### src/sv/g2b_pkg.sv
// Shared constants and types for the Gaussian integer to base (i-1) converter.
package g2b_pkg;

  localparam int IN_WIDTH    = 16;
  localparam int MAX_DIGITS  = 64;
  localparam int CNT_W       = $clog2(MAX_DIGITS + 1);
  // Two guard bits cover the growth of the working parts during conversion.
  localparam int SW          = IN_WIDTH + 2;
  localparam int IN_TDATA_W  = ((2 * IN_WIDTH + 7) / 8) * 8;
  localparam int OUT_TDATA_W = ((MAX_DIGITS + CNT_W + 1 + 7) / 8) * 8;

  typedef struct packed {
    logic clear;  // start a new conversion: drop digits, place token at cell 0
    logic shift;  // one digit produced: capture it and advance the token
  } cell_ctrl_t;

  typedef struct packed {
    logic                 digit;
    logic signed [SW-1:0] next_real;
    logic signed [SW-1:0] next_imag;
  } step_out_t;

endpackage

### src/sv/g2b_step.sv
// One division step by (i-1): emit the parity digit and form the next quotient.
module g2b_step (
  input  logic signed [g2b_pkg::SW-1:0] real_i,
  input  logic signed [g2b_pkg::SW-1:0] imag_i,
  output g2b_pkg::step_out_t            step_o
);
  import g2b_pkg::*;

  logic signed [SW:0]   sum;
  logic signed [SW:0]   sum_even;
  logic signed [SW-1:0] half;
  logic signed [SW-1:0] nb;

  always_comb begin
    sum      = {real_i[SW-1], real_i} + {imag_i[SW-1], imag_i};
    sum_even = sum - {{SW{1'b0}}, sum[0]};
    // Exact halving of an even value.
    half     = sum_even[SW:1];
    nb       = -half;
    step_o.digit     = sum[0];
    step_o.next_imag = nb;
    step_o.next_real = nb + imag_i;
  end

endmodule

### src/sv/g2b_cell.sv
// Digit cell: holds one digit and passes the write token to its neighbor.
module g2b_cell (
  input  logic                clk_i,
  input  logic                rst_ni,
  input  g2b_pkg::cell_ctrl_t ctrl_i,
  input  logic                token_init_i,
  input  logic                token_i,
  input  logic                digit_i,
  output logic                token_o,
  output logic                digit_o
);
  import g2b_pkg::*;

  logic token_q;
  logic digit_q;

  always_ff @(posedge clk_i or negedge rst_ni) begin
    if (!rst_ni) begin
      token_q <= 1'b0;
      digit_q <= 1'b0;
    end else if (ctrl_i.clear) begin
      token_q <= token_init_i;
      digit_q <= 1'b0;
    end else if (ctrl_i.shift) begin
      token_q <= token_i;
      if (token_q) begin
        digit_q <= digit_i;
      end
    end
  end

  assign token_o = token_q;
  assign digit_o = digit_q;

endmodule

### src/sv/gaussian_to_base_i_minus_one_top.sv
// Top level: converts a Gaussian integer to its digit string in complex base (i-1).
//
//  channel  | dir | tdata fields (lowest bit up)                 | role
//  s_axis   | in  | real_part[15:0], imag_part[31:16]            | Gaussian integer
//  m_axis   | out | digit_bits[63:0], digit_count[70:64], ovf[71] | digit string
//
// One input transfer is converted at a time: a load step, then the shared step
// unit emits the digits in turn, and a closing step; then the result waits in
// DONE until taken. A 16-bit input needs at most about 36 digits, and the digit
// count is capped at MAX_DIGITS.
// Reset clears the controller and the digit cells; no clearing pass is needed.
// A stalled output holds the result and keeps the input side not ready.
module gaussian_to_base_i_minus_one_top (
  input  logic                            clk_i,
  input  logic                            rst_ni,
  input  logic                            s_axis_tvalid,
  output logic                            s_axis_tready,
  input  logic [g2b_pkg::IN_TDATA_W-1:0]  s_axis_tdata,  // real_part, imag_part
  output logic                            m_axis_tvalid,
  input  logic                            m_axis_tready,
  output logic [g2b_pkg::OUT_TDATA_W-1:0] m_axis_tdata   // digit_bits, digit_count, overflow
);
  import g2b_pkg::*;

  typedef enum logic [1:0] {
    ST_IDLE,
    ST_RUN,
    ST_DONE
  } state_e;

  state_e               state_q;
  logic signed [SW-1:0] real_q;
  logic signed [SW-1:0] imag_q;
  logic [CNT_W-1:0]     cnt_q;
  logic                 ovf_q;

  logic [IN_WIDTH-1:0]  in_real;
  logic [IN_WIDTH-1:0]  in_imag;
  logic                 in_xfer;
  logic                 finished;
  step_out_t            step;
  cell_ctrl_t           cell_ctrl;
  logic [MAX_DIGITS-1:0] token;
  logic [MAX_DIGITS-1:0] digits;
  logic [CNT_W-1:0]     count_out;

  assign in_real = s_axis_tdata[IN_WIDTH-1:0];
  assign in_imag = s_axis_tdata[2*IN_WIDTH-1:IN_WIDTH];

  assign s_axis_tready = (state_q == ST_IDLE);
  assign in_xfer       = s_axis_tvalid && s_axis_tready;

  // Stop when the quotient reaches zero or the digit budget is spent.
  assign finished = ((real_q == '0) && (imag_q == '0)) || (cnt_q == CNT_W'(MAX_DIGITS));

  g2b_step u_step (
    .real_i (real_q),
    .imag_i (imag_q),
    .step_o (step)
  );

  assign cell_ctrl.clear = in_xfer;
  assign cell_ctrl.shift = (state_q == ST_RUN) && !finished;

  // Row of digit cells; the token marks where the next digit lands.
  for (genvar k = 0; k < MAX_DIGITS; k++) begin : g_cell
    logic token_prev;
    if (k == 0) begin : g_head
      assign token_prev = 1'b0;
    end else begin : g_body
      assign token_prev = token[k-1];
    end
    g2b_cell u_cell (
      .clk_i        (clk_i),
      .rst_ni       (rst_ni),
      .ctrl_i       (cell_ctrl),
      .token_init_i ((k == 0) ? 1'b1 : 1'b0),
      .token_i      (token_prev),
      .digit_i      (step.digit),
      .token_o      (token[k]),
      .digit_o      (digits[k])
    );
  end

  always_ff @(posedge clk_i or negedge rst_ni) begin
    if (!rst_ni) begin
      state_q <= ST_IDLE;
      real_q  <= '0;
      imag_q  <= '0;
      cnt_q   <= '0;
      ovf_q   <= 1'b0;
    end else begin
      case (state_q)
        ST_IDLE: begin
          if (in_xfer) begin
            // Sign-extend the input parts into the working width.
            real_q  <= {{(SW-IN_WIDTH){in_real[IN_WIDTH-1]}}, in_real};
            imag_q  <= {{(SW-IN_WIDTH){in_imag[IN_WIDTH-1]}}, in_imag};
            cnt_q   <= '0;
            ovf_q   <= 1'b0;
            state_q <= ST_RUN;
          end
        end
        ST_RUN: begin
          if (finished) begin
            ovf_q   <= (real_q != '0) || (imag_q != '0);
            state_q <= ST_DONE;
          end else begin
            real_q <= step.next_real;
            imag_q <= step.next_imag;
            cnt_q  <= cnt_q + CNT_W'(1);
          end
        end
        ST_DONE: begin
          if (m_axis_tready) begin
            state_q <= ST_IDLE;
          end
        end
        default: begin
          state_q <= ST_IDLE;
        end
      endcase
    end
  end

  // Zero converts to the single digit 0.
  assign count_out     = (cnt_q == '0) ? CNT_W'(1) : cnt_q;
  assign m_axis_tvalid = (state_q == ST_DONE);
  assign m_axis_tdata  = OUT_TDATA_W'({ovf_q, count_out, digits});

  // The digit counter never runs past the budget.
  a_cnt_bound: assert property (@(posedge clk_i) disable iff (!rst_ni)
    cnt_q <= CNT_W'(MAX_DIGITS))
    else $error("digit count exceeds budget");

  // At most one cell holds the write token.
  a_token_single: assert property (@(posedge clk_i) disable iff (!rst_ni)
    $onehot0(token))
    else $error("more than one write token in the cell row");

  // An accepted input starts a conversion in the next cycle.
  a_start: assert property (@(posedge clk_i) disable iff (!rst_ni)
    in_xfer |=> (state_q == ST_RUN) && (cnt_q == '0))
    else $error("conversion did not start after input transfer");

  // Overflow is only reported with a full digit string.
  a_ovf_full: assert property (@(posedge clk_i) disable iff (!rst_ni)
    (m_axis_tvalid && ovf_q) |-> (cnt_q == CNT_W'(MAX_DIGITS)))
    else $error("overflow flagged with a short digit string");

endmodule
### config.mk
export PLATFORM = sky130hd
export DESIGN_NAME = gaussian_to_base_i_minus_one_top
export DESIGN_NICKNAME = d
export VERILOG_FILES = /design/src/sv/g2b_pkg.sv /design/src/sv/g2b_step.sv /design/src/sv/g2b_cell.sv /design/src/sv/gaussian_to_base_i_minus_one_top.sv
export SDC_FILE = /design/constraint.sdc
export NUM_CORES = 1
export LEC_CHECK = 0
export ABC_AREA = 1
export BUFFER_PORTS_ARGS = -buffer_cell sky130_fd_sc_hd__buf_4
export CAP_MARGIN = 20
export CELL_PAD_IN_SITES_DETAIL_PLACEMENT = 0
export CELL_PAD_IN_SITES_GLOBAL_PLACEMENT = 2
export CORE_MARGIN = 5
export CORE_UTILIZATION = 38
export DETAILED_ROUTE_END_ITERATION = 7
export PLACE_DENSITY = 0.82
export REMOVE_ABC_BUFFERS = 1
export SLEW_MARGIN = 0
export SYNTH_ARGS = -nofsm -noshare
export SYNTH_HDL_FRONTEND = slang
export SYNTH_SLANG_ARGS = --single-unit
### constraint.sdc
create_clock -name clk_i -period 12.3 [get_ports clk_i]
set_clock_uncertainty 0.2 [all_clocks]
set_input_delay 1.23 -clock clk_i [delete_from_list [all_inputs] [get_ports clk_i]]
set_output_delay 1.23 -clock clk_i [all_outputs]
set_load 0.02 [all_outputs]
==> results.yml <==
global_route:
  maximum_number_of_pins_on_one_net_before_global_route_repair: 69
  grt_usage_pct: 19.1
  grt_overflow_total: 0
  antenna_found_initial: 2
  vias_in_the_first_global_route: 8146
  grt_first_pass_wirelength_mm: 44.3
worst_setup_path:
  worst-setup-path-type: "reg2reg"
  worstSetupEndpointType: "register"
  rrSetupSlack_ns: 7.90
  critPathTopFamily: "simple AND/OR/NAND/NOR gates"
  critical_path.endpoint: "real_q[17]"
  timing.reg2reg.worst_path_depth: 25
  worstPathArrival_ns: 4.51
  critPathRequiredTime_ns: 12.41
  worstSetupStartpointType: "register"
  critical-path-max-stage-delay_ns: 0.54
  cp_num_cells: 25
  critical-path-slowest-cell: "o21ai_0"
  cp_num_buf_inv: 4
  crit_path_frequent_cell: "nand2_1"
  worst_r2r_startpoint: "real_q[0]"
  worst_setup_path_startpoint: "real_q[0]"
  worstPathMaxFanout: 4
  crit-reg2reg-capture: "real_q[17]"
floorplan:
  initial_core_util_pct: 38.2
  die_h_um: 171
  area_of_the_placeable_core_mm2: 0.0258
  row_count: 59
  die-area_mm2: 0.0292
  die_w_um: 171
  ios: 110
synth:
  multiplexer_area_fraction_after_synthesis_pct: 0
  syn-instance-count: 1238
  ys_seq_elements: 174
  postSynth.topFlopCell: "dfrtp_1"
  synth_cell_types: 43
  post_synth_fa_ha_maj_area_fraction_pct: 5.24
  synthXorXnorAreaFrac_pct: 2.47
  synth-edff-count: 0
  compound_cell_area_share_of_the_yosys_netlist_pct: 12.1
  yosys.area_share.simple_pct: 24.2
  synth-async-reset-ratio_pct: 100
  syn-mean-instance-area_um2: 7.95
  ys_seq_area_share_pct: 44.2
  combinational_family_with_the_most_area_after_synthesis: "simple AND/OR/NAND/NOR gates"
  yosysWarnings: 0
  mappedNetlistArea_mm2: 0.00984
clocking:
  cts_post_setup_buffers_inserted: 0
  clock_tree.root_cell: "clkbuf_16"
  cts_sinks: 174
  tritoncts_clock_tree: "yes"
  cts.path.max_buffers: 2
  insertion_delay_ns: 0.44
  cts-buffers-inserted: 17
  cts_hold_repair.buffers: 0
  cts-resized-gates: 0
  clock_tree.htree_level_count: 4
  clock_transition_at_the_registers_of_the_reported_paths_ns: 0.08
detailed_routing:
  first_iter_violations: 458
  routed_wl_mm: 27.2
  viasPerCell: 4.93
  drt-wirelength-per-cell_um: 16.9
  dr.pass1.iters: 5
  num_vias: 7970
  route.antenna.remaining_nets: 0
  drt_drc_violations_left: 0
sta:
  worst_slew_margin_rel_pct: 44.3
  fin_worst_hold_slack_ns: 0.271
  tightestPinTransition_ns: 0.835
  maxClockFrequency_mhz: 227
  rsz0062_at_grt: "false"
  final-hold-violation-count: 0
  slew_viol_final: 0
  fin_setup_tns_ns: 0
  post-route-period-util_pct: 35.8
  setup_viol: 0
  period_needed_ns: 4.40
worst_hold_path:
  worstHoldPathType: "reg2reg"
outcome:
  status: "complete, no violations"
flow_run:
  cap_viol_max_count: 0
final_layout:
  design.final.nets: 1342
  total_of_fill_cells_in_the_finished_design: 2648
  layout-drive-gt1-share_pct: 14.9
  areaGrowthSynthToFinish_pct: 13.3
placed_design:
  port-buffer-count: 109
  place_congestion: 0.847
  post-dp-hpwl_mm: 19.3
## layer usage
layer	vias up	GRT usage [%]	share of wire (%)
li1	4013	-	-
met5	-	0	0.073
met1	3796	25.6	47
met4	2	4.99	1.8
met2	125	31.1	47
met3	34	4.88	4.8
## synth_stat cells, types with 6 or more instances
cell type | instances | area, µm²
dfrtp_1 | 174 | 4350
nor3_1 | 11 | 55.1
nand4_1 | 13 | 81.3
nor2_1 | 72 | 270
buf_2 | 8 | 40.0
xor2_1 | 16 | 140
xnor2_1 | 8 | 70.1
nand2_2 | 10 | 62.6
inv_1 | 127 | 477
nand2_1 | 308 | 1160
nand3b_1 | 8 | 60.1
buf_4 | 65 | 488
nand3_1 | 97 | 485
o21ai_0 | 102 | 510
o211ai_1 | 6 | 45.0
a21oi_1 | 53 | 265
a21boi_0 | 20 | 150
ha_1 | 38 | 475
o22ai_1 | 10 | 62.6
nor2_2 | 6 | 37.5
nor4_1 | 8 | 50.1
clkbuf_1 | 32 | 120
## registers in the layout, indices dropped and copies added (netlist names)
| signal | flops |
|---|---|
| g_cell.u_cell.token_o | 64 |
| g_cell.u_cell.digit_o | 64 |
| ovf_q | 1 |
| imag_q | 18 |
| state_q | 2 |
| real_q | 18 |
| cnt_q | 7 |
## cell usage in the layout (no fill, tap or decap), drive strengths merged, types with 18 or more instances in the layout
cell type | Yosys | final
a21boi | 20 | 20
a21oi | 54 | 54
buf | 77 | 118
dfrtp | 174 | 174
ha | 38 | 38
inv | 131 | 141
nand2 | 319 | 319
nand3 | 102 | 102
nor2 | 81 | 81
o21ai | 103 | 103
xor2 | 18 | 18
## worst min-delay path, cell delays in order, from the launching register on
cell and delay (ns):
dfrtp_1 0.35, nand2_1 0.05, nand2_1 0.05
## through the flow
stage / utilization [%] / instance area [µm²] / instances / worst slack, ns
2_1_floorplan: - / 9180 / 1129 / 7.37
3_3_place_gp: 40.7 / 10500 / 1581 / 8.00
3_5_place_dp: 40.7 / 10500 / 1581 / 7.92
4_1_cts: 43.2 / 11100 / 1613 / 7.90
5_1_grt: 43.3 / 11100 / 1615 / 7.41
6_report: 43.3 / 11100 / 1615 / 7.90
## worst min-delay path by stage
stage,to,from,cells past startpoint
2_1_floorplan,g_cell[63].u_cell.token_o,g_cell[63].u_cell.token_o,2
3_3_place_gp,g_cell[63].u_cell.token_o,g_cell[63].u_cell.token_o,2
3_5_place_dp,g_cell[63].u_cell.token_o,g_cell[63].u_cell.token_o,2
4_1_cts,g_cell[63].u_cell.token_o,g_cell[63].u_cell.token_o,2
5_1_grt,g_cell[27].u_cell.token_o,g_cell[27].u_cell.token_o,2
6_report,g_cell[63].u_cell.token_o,g_cell[63].u_cell.token_o,2
## cell type report
cell class,instances,area [µm²],share of cell area (%)
sequential,174,4350,39.1
inverter,133,499,4.48
clock buffer,17,425,3.82
multi-input combinational,822,4340,38.9
timing repair buffer,118,902,8.09
antenna,1,2.50,0.0224
tap,335,419,3.76
clock inverter,15,206,1.85
## cell families after synthesis
group           count (synthesis)
xor+xnor                       26
flops                         174
compound gates                211
simple gates                  545
buf+inv                       242
fa+ha+maj                      40
Power is left out: the tool's default activity adds up to more than one toggle a clock period on the data nets, which glitch-free logic cannot reach.
